--- config.mk ---
export PLATFORM = sky130hd
export DESIGN_NAME = short_message_frame_decoder_top
export DESIGN_NICKNAME = d
export VERILOG_FILES = /design/src/hw/rtl/smfd_pkg.sv /design/src/hw/rtl/short_message_frame_decoder_top.sv /design/src/hw/rtl/smfd_ctrl.sv /design/src/hw/rtl/smfd_datapath.sv
export SDC_FILE = /design/constraint.sdc
export NUM_CORES = 1
export LEC_CHECK = 0
export BUFFER_PORTS_ARGS = -buffer_cell sky130_fd_sc_hd__buf_2
export CORE_UTILIZATION = 47
export DETAILED_ROUTE_END_ITERATION = 8
export HOLD_SLACK_MARGIN = 0.1
export PLACE_DENSITY = 0.69
export REMOVE_ABC_BUFFERS = 1
export SLEW_MARGIN = 20
export SYNTH_ARGS = -nofsm -noshare
export SYNTH_HDL_FRONTEND = slang
export SYNTH_SLANG_ARGS = --single-unit
--- constraint.sdc ---
create_clock -name clk -period 2.8 [get_ports clk]
set_input_delay 0.56 -clock clk [delete_from_list [all_inputs] [get_ports clk]]
set_output_delay 0.56 -clock clk [all_outputs]
set_load 0.01 [all_outputs]
--- src/hw/rtl/smfd_pkg.sv ---
// ----------------------------------------------------------------------------
// smfd_pkg: shared types and constants of the short message frame decoder
// Frame layout constants, status codes, register indexes, the controller /
// datapath interface structs and the CRC-16/CCITT-FALSE byte update.
// ----------------------------------------------------------------------------
package smfd_pkg;

  // Header is eight bytes: flags, source (2), destination (2), id, length, rsvd
  localparam int unsigned HDR_SIZE = 8;
  localparam int unsigned HDR_AW   = 3;
  localparam int unsigned HDR_LEN  = 6;
  localparam int unsigned HDR_ID   = 5;

  localparam logic [15:0] CRC_INIT = 16'hFFFF;
  localparam logic [15:0] CRC_POLY = 16'h1021;

  // Result status codes
  typedef enum logic [2:0] {
    ST_OK        = 3'd0,
    ST_CRC_ERR   = 3'd1,
    ST_LEN_ERR   = 3'd2,
    ST_COUNT_ERR = 3'd3,
    ST_INDEX_ERR = 3'd4,
    ST_TYPE_ERR  = 3'd5
  } status_t;

  // Configuration register indexes
  localparam logic [1:0] CFG_DATA_TYPE = 2'd0;
  localparam logic [1:0] CFG_ACK_TYPE  = 2'd1;
  localparam logic [1:0] CFG_MAX_FRAGS = 2'd2;

  // Controller states
  typedef enum logic [1:0] {
    S_RECV,
    S_CHECK,
    S_EMIT,
    S_ERR
  } state_t;

  // Controller to datapath commands
  typedef struct packed {
    logic take_byte;  // input byte transfer this cycle
    logic rd_first;   // start payload readout at slot zero
    logic rd_next;    // advance payload readout by one slot
  } ctrl_cmd_t;

  // Datapath to controller status
  typedef struct packed {
    logic final_byte; // byte on the input is the last of the frame
    logic status_ok;  // latched frame check passed
    logic rd_last;    // readout sits on the final payload slot
  } dp_stat_t;

  // One byte of CRC-16/CCITT-FALSE, MSB first
  function automatic logic [15:0] crc_feed(input logic [15:0] crc, input logic [7:0] b);
    logic [15:0] c;
    c = crc ^ {b, 8'h00};
    for (int i = 0; i < 8; i++) begin
      if (c[15]) begin
        c = {c[14:0], 1'b0} ^ CRC_POLY;
      end else begin
        c = {c[14:0], 1'b0};
      end
    end
    return c;
  endfunction

endpackage

--- src/hw/rtl/short_message_frame_decoder_top.sv ---
// ----------------------------------------------------------------------------
// short_message_frame_decoder_top: received short message frame checker
// Checks frames of FRAME_LENGTH bytes (header, payload, CRC-16/CCITT-FALSE)
// and delivers either one error status or the header with each payload byte.
//
// Input channel (in_*): one frame byte per transfer; in_frame_start forces the
// byte to be byte zero. Bytes are taken one per cycle while receiving.
// Output channel (out_*): after the final byte the input is stalled for the
// check state, then the results start: a single status result with out_last set, or
// PAYLOAD_LENGTH results, one per cycle while out_stall is low, the final one
// with out_last set. A stalled result holds its fields; the block accepts no
// input until the frame's last result is transferred.
// Configuration (cfg_*): write while idle; index 0 data type code, 1 ack type
// code, 2 maximum fragment count; other indexes are ignored.
// Reset: position zero, CRC preset, registers to 1, 2, 3, nothing pending.
// ----------------------------------------------------------------------------
module short_message_frame_decoder_top #(
  parameter int FRAME_LENGTH   = 64,
  parameter int PAYLOAD_LENGTH = 54
) (
  input  logic        clk,
  input  logic        rst_n,
  input  logic        cfg_we,
  input  logic [1:0]  cfg_index,
  input  logic [1:0]  cfg_wdata,
  input  logic        in_valid,
  output logic        in_stall,
  input  logic [7:0]  in_rx_byte,
  input  logic        in_frame_start,
  output logic        out_valid,
  input  logic        out_stall,
  output logic [2:0]  out_status,
  output logic [1:0]  out_msg_type,
  output logic [1:0]  out_frag_count,
  output logic [1:0]  out_frag_index,
  output logic [15:0] out_source_addr,
  output logic [15:0] out_dest_addr,
  output logic [7:0]  out_message_id,
  output logic [7:0]  out_payload_len,
  output logic [7:0]  out_payload_byte,
  output logic        out_last
);
  import smfd_pkg::*;

  ctrl_cmd_t cmd;
  dp_stat_t  stat;

  // Controller
  smfd_ctrl u_ctrl (
    .clk       (clk),
    .rst_n     (rst_n),
    .in_valid  (in_valid),
    .in_stall  (in_stall),
    .out_valid (out_valid),
    .out_stall (out_stall),
    .stat      (stat),
    .cmd       (cmd)
  );

  // Datapath
  smfd_datapath #(
    .FRAME_LENGTH   (FRAME_LENGTH),
    .PAYLOAD_LENGTH (PAYLOAD_LENGTH)
  ) u_datapath (
    .clk          (clk),
    .rst_n        (rst_n),
    .cfg_we       (cfg_we),
    .cfg_index    (cfg_index),
    .cfg_wdata    (cfg_wdata),
    .rx_byte      (in_rx_byte),
    .frame_start  (in_frame_start),
    .cmd          (cmd),
    .stat         (stat),
    .status       (out_status),
    .msg_type     (out_msg_type),
    .frag_count   (out_frag_count),
    .frag_index   (out_frag_index),
    .source_addr  (out_source_addr),
    .dest_addr    (out_dest_addr),
    .message_id   (out_message_id),
    .payload_len  (out_payload_len),
    .payload_byte (out_payload_byte),
    .last         (out_last)
  );

endmodule

--- src/hw/rtl/smfd_ctrl.sv ---
// ----------------------------------------------------------------------------
// smfd_ctrl: frame decoder controller
// Sequences byte reception, the frame check and the readout of results.
// ----------------------------------------------------------------------------
module smfd_ctrl (
  input  logic                  clk,
  input  logic                  rst_n,
  input  logic                  in_valid,
  output logic                  in_stall,
  output logic                  out_valid,
  input  logic                  out_stall,
  input  smfd_pkg::dp_stat_t    stat,
  output smfd_pkg::ctrl_cmd_t   cmd
);
  import smfd_pkg::*;

  state_t state_r, state_nxt;

  // State register
  always_ff @(posedge clk) begin
    if (!rst_n) begin
      state_r <= S_RECV;
    end else begin
      state_r <= state_nxt;
    end
  end

  // Next state and commands
  always_comb begin
    state_nxt     = state_r;
    cmd.take_byte = 1'b0;
    cmd.rd_first  = 1'b0;
    cmd.rd_next   = 1'b0;
    in_stall      = 1'b1;
    out_valid     = 1'b0;
    case (state_r)
      S_RECV: begin
        in_stall = 1'b0;
        if (in_valid) begin
          cmd.take_byte = 1'b1;
          if (stat.final_byte) begin
            state_nxt = S_CHECK;
          end
        end
      end
      S_CHECK: begin
        if (stat.status_ok) begin
          cmd.rd_first = 1'b1;
          state_nxt    = S_EMIT;
        end else begin
          state_nxt = S_ERR;
        end
      end
      S_EMIT: begin
        out_valid = 1'b1;
        if (!out_stall) begin
          if (stat.rd_last) begin
            state_nxt = S_RECV;
          end else begin
            cmd.rd_next = 1'b1;
          end
        end
      end
      S_ERR: begin
        out_valid = 1'b1;
        if (!out_stall) begin
          state_nxt = S_RECV;
        end
      end
      default: begin
        state_nxt = S_RECV;
      end
    endcase
  end

endmodule

--- src/hw/rtl/smfd_datapath.sv ---
// ----------------------------------------------------------------------------
// smfd_datapath: frame decoder datapath
// Byte position, running CRC, header registers, payload buffer, frame check
// and the result fields.
// ----------------------------------------------------------------------------
module smfd_datapath #(
  parameter int FRAME_LENGTH   = 64,
  parameter int PAYLOAD_LENGTH = 54
) (
  input  logic                  clk,
  input  logic                  rst_n,
  input  logic                  cfg_we,
  input  logic [1:0]            cfg_index,
  input  logic [1:0]            cfg_wdata,
  input  logic [7:0]            rx_byte,
  input  logic                  frame_start,
  input  smfd_pkg::ctrl_cmd_t   cmd,
  output smfd_pkg::dp_stat_t    stat,
  output logic [2:0]            status,
  output logic [1:0]            msg_type,
  output logic [1:0]            frag_count,
  output logic [1:0]            frag_index,
  output logic [15:0]           source_addr,
  output logic [15:0]           dest_addr,
  output logic [7:0]            message_id,
  output logic [7:0]            payload_len,
  output logic [7:0]            payload_byte,
  output logic                  last
);
  import smfd_pkg::*;

  localparam int PW = $clog2(FRAME_LENGTH);
  localparam int AW = $clog2(PAYLOAD_LENGTH);
  localparam int CW = ((PW > AW) ? PW : AW) + 1;

  // Configuration registers
  logic [1:0] data_type_r, ack_type_r, max_frags_r;

  always_ff @(posedge clk) begin
    if (!rst_n) begin
      data_type_r <= 2'd1;
      ack_type_r  <= 2'd2;
      max_frags_r <= 2'd3;
    end else if (cfg_we) begin
      case (cfg_index)
        CFG_DATA_TYPE: data_type_r <= cfg_wdata;
        CFG_ACK_TYPE:  ack_type_r  <= cfg_wdata;
        CFG_MAX_FRAGS: max_frags_r <= cfg_wdata;
        default: ;
      endcase
    end
  end

  // Position and CRC, with resync on frame_start
  logic [PW-1:0] pos_r, pos_eff;
  logic [15:0]   crc_r, crc_base;
  logic [CW-1:0] pos_w, pay_off;
  logic          crc_byte, crc_lo_byte, final_byte, hdr_byte, pay_byte;

  assign pos_eff     = frame_start ? '0 : pos_r;
  assign crc_base    = frame_start ? CRC_INIT : crc_r;
  assign pos_w       = CW'(pos_eff);
  assign pay_off     = pos_w - CW'(HDR_SIZE);
  assign crc_byte    = pos_w < CW'(FRAME_LENGTH - 2);
  assign crc_lo_byte = pos_w == CW'(FRAME_LENGTH - 2);
  assign final_byte  = pos_w == CW'(FRAME_LENGTH - 1);
  assign hdr_byte    = pos_w < CW'(HDR_SIZE);
  assign pay_byte    = crc_byte && !hdr_byte && (pay_off < CW'(PAYLOAD_LENGTH));

  always_ff @(posedge clk) begin
    if (!rst_n) begin
      pos_r <= '0;
      crc_r <= CRC_INIT;
    end else if (cmd.take_byte) begin
      if (final_byte) begin
        pos_r <= '0;
        crc_r <= CRC_INIT;
      end else if (crc_byte) begin
        pos_r <= pos_eff + 1'b1;
        crc_r <= crc_feed(crc_base, rx_byte);
      end else begin
        pos_r <= pos_eff + 1'b1;
        crc_r <= crc_base;
      end
    end
  end

  // Header bytes and the low CRC byte
  logic [7:0] hdr_r [HDR_SIZE];
  logic [7:0] crc_lo_r;

  always_ff @(posedge clk) begin
    if (cmd.take_byte && hdr_byte) begin
      hdr_r[pos_eff[HDR_AW-1:0]] <= rx_byte;
    end
    if (cmd.take_byte && crc_lo_byte) begin
      crc_lo_r <= rx_byte;
    end
  end

  // Frame check on the final byte
  logic [1:0] f_type, f_count, f_index;
  status_t    status_nxt, status_r;

  assign f_type  = hdr_r[0][7:6];
  assign f_count = hdr_r[0][5:4];
  assign f_index = hdr_r[0][3:2];

  always_comb begin
    if (crc_r != {rx_byte, crc_lo_r}) begin
      status_nxt = ST_CRC_ERR;
    end else if (hdr_r[HDR_LEN] > 8'(PAYLOAD_LENGTH)) begin
      status_nxt = ST_LEN_ERR;
    end else if (f_count == 2'd0 || f_count > max_frags_r) begin
      status_nxt = ST_COUNT_ERR;
    end else if (f_index >= f_count) begin
      status_nxt = ST_INDEX_ERR;
    end else if (f_type != data_type_r && f_type != ack_type_r) begin
      status_nxt = ST_TYPE_ERR;
    end else begin
      status_nxt = ST_OK;
    end
  end

  always_ff @(posedge clk) begin
    if (cmd.take_byte && final_byte) begin
      status_r <= status_nxt;
    end
  end

  // Payload buffer with registered read
  logic [7:0]    pay_mem [PAYLOAD_LENGTH];
  logic [7:0]    rd_data_r;
  logic [AW-1:0] rd_idx_r, rd_addr;

  assign rd_addr = cmd.rd_first ? '0 : rd_idx_r + 1'b1;

  always_ff @(posedge clk) begin
    if (cmd.take_byte && pay_byte) begin
      pay_mem[pay_off[AW-1:0]] <= rx_byte;
    end
    if (cmd.rd_first || cmd.rd_next) begin
      rd_data_r <= pay_mem[rd_addr];
    end
  end

  always_ff @(posedge clk) begin
    if (!rst_n) begin
      rd_idx_r <= '0;
    end else if (cmd.rd_first || cmd.rd_next) begin
      rd_idx_r <= rd_addr;
    end
  end

  // Status to the controller
  logic rd_last, err;
  assign rd_last = rd_idx_r == AW'(PAYLOAD_LENGTH - 1);
  assign err     = status_r != ST_OK;

  assign stat.final_byte = final_byte;
  assign stat.status_ok  = !err;
  assign stat.rd_last    = rd_last;

  // Result fields: header and payload byte cleared, last set on an error result
  assign status       = status_r;
  assign msg_type     = err ? 2'd0  : f_type;
  assign frag_count   = err ? 2'd0  : f_count;
  assign frag_index   = err ? 2'd0  : f_index;
  assign source_addr  = err ? 16'd0 : {hdr_r[2], hdr_r[1]};
  assign dest_addr    = err ? 16'd0 : {hdr_r[4], hdr_r[3]};
  assign message_id   = err ? 8'd0  : hdr_r[HDR_ID];
  assign payload_len  = err ? 8'd0  : hdr_r[HDR_LEN];
  assign payload_byte = err ? 8'd0  : rd_data_r;
  assign last         = err ? 1'b1  : rd_last;

endmodule
==> results of run 1 <==
-- critical path: cells and delay by family, from the launching register on --
kind                   cells  cell delay, ns
buffers and inverters      2            0.41
AND/OR/NAND/NOR            3            0.80
AO/OA/AOI/OAI              4            0.88
flip-flops                 1            0.38
-- cell families after synthesis --
group	count (synthesis)	share of synthesized area (%)
buffers and inverters	114	2.35
AO/OA/AOI/OAI	301	8.90
adder cells (fa/ha/maj)	8	0.443
multiplexers	101	5.82
XOR/XNOR	57	2.28
AND/OR/NAND/NOR	477	9.90
flip-flops	541	70.3
-- power breakdown --
| part | total (mW) | leakage, nW | switching, mW | internal [mW] |
|---|---|---|---|---|
| clock | 7.03 | 0.841 | 2.99 | 4.04 |
| combinational | 0.462 | 3.51 | 0.310 | 0.152 |
| sequential | 8.92 | 4.84 | 0.0520 | 8.87 |
-- area by class of cell --
class | count | area (µm²) | share of cell area, %
tap | 607 | 759 | 2.84
inverter | 17 | 67.6 | 0.253
timing repair buffer | 269 | 1990 | 7.45
clock inverter | 36 | 297 | 1.11
clock buffer | 64 | 1410 | 5.28
antenna | 1 | 2.50 | 0.00937
multi-input combinational | 944 | 6290 | 23.5
sequential | 541 | 15900 | 59.5
-- metrics by stage --
| step | area, µm² | instances | hold slack (ns) | TNS [ns] |
|---|---|---|---|---|
| finish | 26700 | 2479 | 0.214 | 0 |
| CTS | 26600 | 2472 | 0.187 | 0 |
| detailed placement | 24900 | 2372 | 0.496 | -0.739 |
| global placement | 24900 | 2372 | 0.482 | -0.844 |
| floorplan | 22100 | 1502 | 0.447 | -144.91 |
| global route | 26700 | 2479 | 0.221 | 0 |
-- flip-flops by register name, summed over array words and instances, names as in the netlist --
signal                  count
u_datapath.crc_r           16
u_datapath.pay_mem        432
u_ctrl.state_r              2
u_datapath.pos_r            6
u_datapath.rd_data_r        8
u_datapath.data_type_r      2
u_datapath.ack_type_r       2
u_datapath.rd_idx_r         6
u_datapath.hdr_r           54
u_datapath.max_frags_r      2
u_datapath.status           3
u_datapath.crc_lo_r         8
-- worst paths after layout --
path	end	slack, ns	cells past startpoint
setup reg to reg	u_datapath.rd_data_r[1]$_DFFE_PP_	0.04	9
setup / recovery	u_datapath.rd_data_r[1]$_DFFE_PP_	0.04	9
hold reg to reg	u_datapath.ack_type_r[1]$_SDFFE_PN1P_	0.51	2
hold / removal	u_datapath.ack_type_r[1]$_SDFFE_PN1P_	0.21	3
-- cells in the mapped netlist, drive strengths merged (8+ instances only) --
library cell	count	area, µm²
nor4	8	65.1
nor2	126	485
or3	8	55.1
clkbuf	46	173
a21oi	75	379
mux4	22	495
xor2	33	297
mux2	23	259
o21ai	63	330
nand2	163	612
o221ai	16	140
edfxtp	505	15200
and2	62	388
dfxtp	36	721
nand3	41	210
o22ai	21	131
xnor2	24	218
nor3	27	135
buf	51	294
ha	8	100
o211ai	11	96.3
a31oi	27	169
nor2b	11	68.8
mux2i	56	561
inv	17	63.8
a211oi	11	82.6
-- per-layer routing --
metal / vias up / track usage, % / wire, µm
li1: 6547 / - / -
met1: 7422 / 35.4 / 25500
met2: 823 / 39.6 / 29000
met3: 135 / 3.69 / 5420
met4: 0 / 9.38 / 1900
met5: - / 0 / 0
-- what timing repair did --
item | 4_1_cts | 5_1_grt
pin swaps | 1 | 5
cloned | 0 | 1
resized for setup | 8 | 8
endpoints found under the hold margin | 0 | 0
setup endpoints to repair | 59 | 58
setup buffers | 0 | 5
hold buffers | 0 | 0
==> results_dict.tcl, run 1 <==
set metrics [dict create \
    die_h_um 221 \
    vias 14900 \
    portBuffers 85 \
    antenna_found_initial 1 \
    drtIter0Drc 2111 \
    syn_area_um2 22600 \
    layout_commonest_cell "edfxtp_1" \
    grt_start_max_net_pins 80 \
    drive_gt1_share_pct 22.7 \
    period_needed_ns 2.76 \
    grt_pass1_vias 14600 \
    final_cell_mix "505 x edfxtp_1, 169 x buf_4, 163 x nand2_1" \
    max_cap_viol_count 0 \
    critPathMaxStageDelay_ns 0.52 \
    fmax_mhz 362 \
    routedWlPerCell_um 24.9 \
    fin_nets 1853 \
    path_max_fanout 9 \
    seq_area_frac_synth_pct 70.3 \
    ir_drop_mv 0.438 \
    end_kind "flip-flop" \
    cts_inserted_buffers 54 \
    place_ws_ns -0.247 \
    path_class "flip-flop to flip-flop" \
    rsz0062_at_grt "no" \
    synth-edff-count 505 \
    synth.distinct_cells 82 \
    p_per_area_nw_per_um2 615 \
    setup_viol 0 \
    grt-ovfl-total 0 \
    grt_pass1_wl_um 92100 \
    fin_worst_skew_ns 0.0189 \
    core-area_um2 47000 \
    syn_inst 1599 \
    ys_warn_count 0 \
    cts_sinks 541 \
    critPathRequiredTime_ns 3.12 \
    clkSlewWorstSetupHoldPaths_ns 0.06 \
    postLayoutCoreUtil_pct 56.9 \
    drt-total-wl_um 61800 \
    final_max_slew_viol_count 0 \
    tightest_slew_ns 0.973 \
    r2r-start "u_datapath.status[1]$_SDFFCE_PP0P_" \
    crit_top_cell "buf_4" \
    worstPathCellList "or3_4, nor2_4, buf_4, buf_4, a211oi_1, a21oi_1, nor3_1, o41ai_2, o32ai_1" \
    dieWidth_um 221 \
    min_path_type "primary input to flip-flop" \
    ios 86 \
    row_count 79 \
    cts_tree "built" \
    dp_hpwl_um 39300 \
    clock_path_buffers 3 \
    clk_latency_ns 0.60 \
    area_growth_pct 18.2 \
    slew_headroom_pct 34.9 \
    layout_setup_ws_ns 0.0359 \
    crit_path_start "u_datapath.status[1]$_SDFFCE_PP0P_" \
    ys_ff_latch 541 \
    n_fill_cell 3634 \
    leakage_nw 9.19 \
    drtPass1Iterations 6 \
    fin_crit_sh_pct 98.7 \
    htreeDepth 2 \
    cp.arrival_ns 3.08 \
    async_reset_ff_share_pct 0 \
    drtAntennaViolNets 0 \
    postSynthAreaPerCell_um2 14.1 \
    finalHoldViolCount 0 \
    viasPerCell 6.02 \
    grtUsageTotal_pct 25.1 \
    power.total_mw 16.4 \
    initial_core_util_pct 48.1 \
    gp_congestion 0.893 \
    status "complete, no violations" \
    cts_root_buffer "clkbuf_16" \
    die-area_um2 48900 \
    hp-start "cfg_wdata[1]" \
    startpoint_type "flip-flop" \
    synth_ff_type "edfxtp_1" \
    crit_slowest_cell "o41ai_2" \
    drc_errors 0 \
]
No activity file was read; power rests on OpenSTA's default activity.
==> inputs of run 2 (changes only) <==
- SYNTH_HIERARCHICAL: default -> 1
==> run 2 against run 1 <==
- the flow now finishes with violations (negative setup slack)
- combinational power fell by 3%
- area after synthesis decreased by 1.6%
- via count decreased by 14%
- clock power fell by 3%
- count of clock-buffer cells in the layout up 1
- worst setup slack lost 0.067 ns
- die area decreased by 1.6%
- register-to-register slack lost 0.07 ns
- cell area down 1.1%
==> results_dict.tcl, run 2 <==
set metrics [dict create \
    p_int_mw 12.9 \
    synth_commonest_cells "505 x edfxtp_1, 123 x nor2_1, 93 x nand2_1, 85 x mux4_2, 67 x and2_1" \
    portBuffers 85 \
    holdWs_ns 0.227 \
    status "finished with violations" \
    postSynthAreaPerCell_um2 16.5 \
    finalHoldViolCount 0 \
    ys_ff_latch 541 \
    cts_tree "built" \
    switching_power_mw 3.28 \
    yosys.cell_count.top_type "edfxtp_1" \
    p_per_area_nw_per_um2 614 \
    drive_gt1_share_pct 28.9 \
    final_cell_mix "505 x edfxtp_1, 161 x buf_4, 116 x nor2_1" \
    period_needed_ns 2.83 \
    cts_sinks 541 \
    ir_drop_mv 0.414 \
    area_growth_pct 18.8 \
    routedWlPerCell_um 23.9 \
    layout_setup_ws_ns -0.0311 \
    fin_nets 1616 \
    fmax_mhz 353 \
    cts_root_buffer "clkbuf_16" \
    multi_input_area_um2 6100 \
    dp_hpwl_um 34300 \
    path_max_fanout 7 \
    clock_path_buffers 3 \
    critPathMaxStageDelay_ns 0.53 \
    syn_area_um2 22200 \
    fin_worst_skew_ns 0.0162 \
    diodes 0 \
    startpoint_type "flip-flop" \
    fin_crit_sh_pct 101 \
    cts_hold_buf 0 \
    end_kind "flip-flop" \
    worstPathCellList "nor3_4, and3_4, or2_4, buf_12, buf_12, mux4_2, mux2_4, a32oi_2, nand4_1" \
    max_cap_viol_count 0 \
    crit_top_cell "buf_12" \
    seqPwrFrac_pct 55.0 \
    clkPwrFrac_pct 42.3 \
    regArea_um2 15900 \
    ys_top_cells_by_area "edfxtp_1 68%, mux4_2 8.6%, dfxtp_1 3.2%, nor2_1 2.1%, and2_1 1.9%" \
    setup_viol 3 \
    antenna_found_initial 5 \
    rsz0062_at_grt "yes" \
    path_class "flip-flop to flip-flop" \
    gp_congestion 0.886 \
    syn_inst 1343 \
    ios 86 \
    layout_commonest_cell "edfxtp_1" \
    yosys.area.top_type "edfxtp_1" \
    final_area_um2 26400 \
    tightest_slew_ns 1.36 \
    cp.arrival_ns 3.16 \
    vias 12800 \
    die_h_um 219 \
    core-area_um2 46600 \
    ff2ff_setup_slack_ns -0.03 \
    place_ws_ns -0.309 \
    place_area_um2 24400 \
    grt-ovfl-total 0 \
    drtIter0Drc 1088 \
    min_path_type "primary input to flip-flop" \
    synth_ff_type "edfxtp_1" \
    synth.distinct_cells 69 \
    n_fill_cell 3491 \
    ys_warn_count 6 \
    violations "negative setup slack" \
    htreeDepth 2 \
    initial_core_util_pct 47.7 \
    drtPass1Iterations 5 \
    final_max_slew_viol_count 0 \
    synth-edff-count 505 \
    clkSlewWorstSetupHoldPaths_ns 0.06 \
    slew_headroom_pct 8.87 \
    drtAntennaViolNets 0 \
    cts_inserted_buffers 52 \
    critPathRequiredTime_ns 3.13 \
    power.total_mw 16.2 \
    viasPerCell 5.73 \
    grt_start_max_net_pins 65 \
    die-area_um2 48200 \
    row_count 79 \
    largest_reg_flops 432 \
    swShare_pct 20.2 \
    leakage_nw 9.00 \
    drt-total-wl_um 53400 \
    dieWidth_um 219 \
    crit_slowest_cell "mux4_2" \
    grtUsageTotal_pct 22.7 \
    grt_pass1_vias 13100 \
    seq_area_frac_synth_pct 71.5 \
    grt_pass1_wl_um 79800 \
    drc_errors 0 \
    yosysTopAreaCellShare_pct 68.2 \
    clk_latency_ns 0.60 \
    p_comb_share_pct 2.8 \
    async_reset_ff_share_pct 0 \
]
==> run 2: cell types whose count changed in the layout (fill, tap and decap cells not counted), moves of 10 or more <==
cell / before / now
o22ai_1: 21 / 7
o221ai_1: 16 / 0
mux2i_1: 56 / 20
nand4_1: 5 / 15
a31oi_1: 27 / 2
o21ai_0: 52 / 19
mux4_2: 22 / 85
nand3_1: 40 / 18
a21oi_1: 72 / 9
a22o_1: 3 / 14
mux2_2: 23 / 2
nor3_1: 26 / 5
nor2b_1: 11 / 22
nand2_1: 163 / 93
==> run 2: cell type report <==
type | instances | area share (%)
Clock inverter | 28 | 1.02
Multi-Input combinational cell | 712 | 23.1
Sequential cell | 541 | 60.2
Clock buffer | 65 | 5.19
Timing Repair Buffer | 263 | 7.37
Inverter | 18 | 0.256
Tap cell | 607 | 2.88
==> run 2: final timing paths <==
path | from | endpoint | cells after the start
worst min-delay path | cfg_wdata[0] | u_datapath/max_frags_r[0]$_SDFFE_PN1P_ | 3
worst max register to register | u_datapath/status[1]$_SDFFCE_PP0P_ | u_datapath/rd_data_r[4]$_DFFE_PP_ | 9
worst max-delay path | u_datapath/status[1]$_SDFFCE_PP0P_ | u_datapath/rd_data_r[4]$_DFFE_PP_ | 9
worst min register to register | u_datapath/max_frags_r[0]$_SDFFE_PN1P_ | u_datapath/max_frags_r[0]$_SDFFE_PN1P_ | 2
==> run 2: kinds of logic after synthesis <==
group,count (synthesis),share of synthesized area [%]
flops,541,71.5
simple gates,401,8.87
compound gates,121,4.04
buf+inv,90,2.14
fa+ha+maj,10,0.563
mux,125,10.7
xor+xnor,55,2.20
==> run 2: what timing repair did <==
item	in CTS	in global routing
setup buffers	11	4
endpoints found under the setup margin	17	18
pin swaps	19	14
gates cloned	1	0
gates resized for setup	33	18
==> run 2: power by group through the flow <==
stage	Clock (mW)	Sequential (mW)	Combinational [mW]
5_1_grt	7.25	8.92	0.486
6_report	6.85	8.92	0.447
3_3_place_gp	0	9.09	0.435
3_5_place_dp	0	9.09	0.445
4_1_cts	6.95	8.91	0.451
2_1_floorplan	0	9.07	0.207
==> run 2: metrics by stage <==
stage,setup TNS (ns),std cells,util [%]
6_report,-0.0451,2234,56.7
5_1_grt,-0.568,2234,56.7
4_1_cts,-0.346,2231,56.6
3_5_place_dp,-92.53,2126,52.3
3_3_place_gp,-80.86,2126,52.3
2_1_floorplan,-330.43,1271,-
==> run 2: critical path: cells and delay by family, from the launching register on <==
kind / cells / cell delay (ns)
AO/OA/AOI/OAI: 1 / 0.25
flip-flops: 1 / 0.43
AND/OR/NAND/NOR: 4 / 0.82
buffers and inverters: 2 / 0.25
multiplexers: 2 / 0.81
==> run 2: routing by layer <==
metal  up-vias  track usage [%]  wire length, µm
met5         -                0               13
met4         2             8.01             1660
met3       108             4.62             3810
met2       531             37.8            26400
met1      6476             29.5            21500
li1       5674                -                -
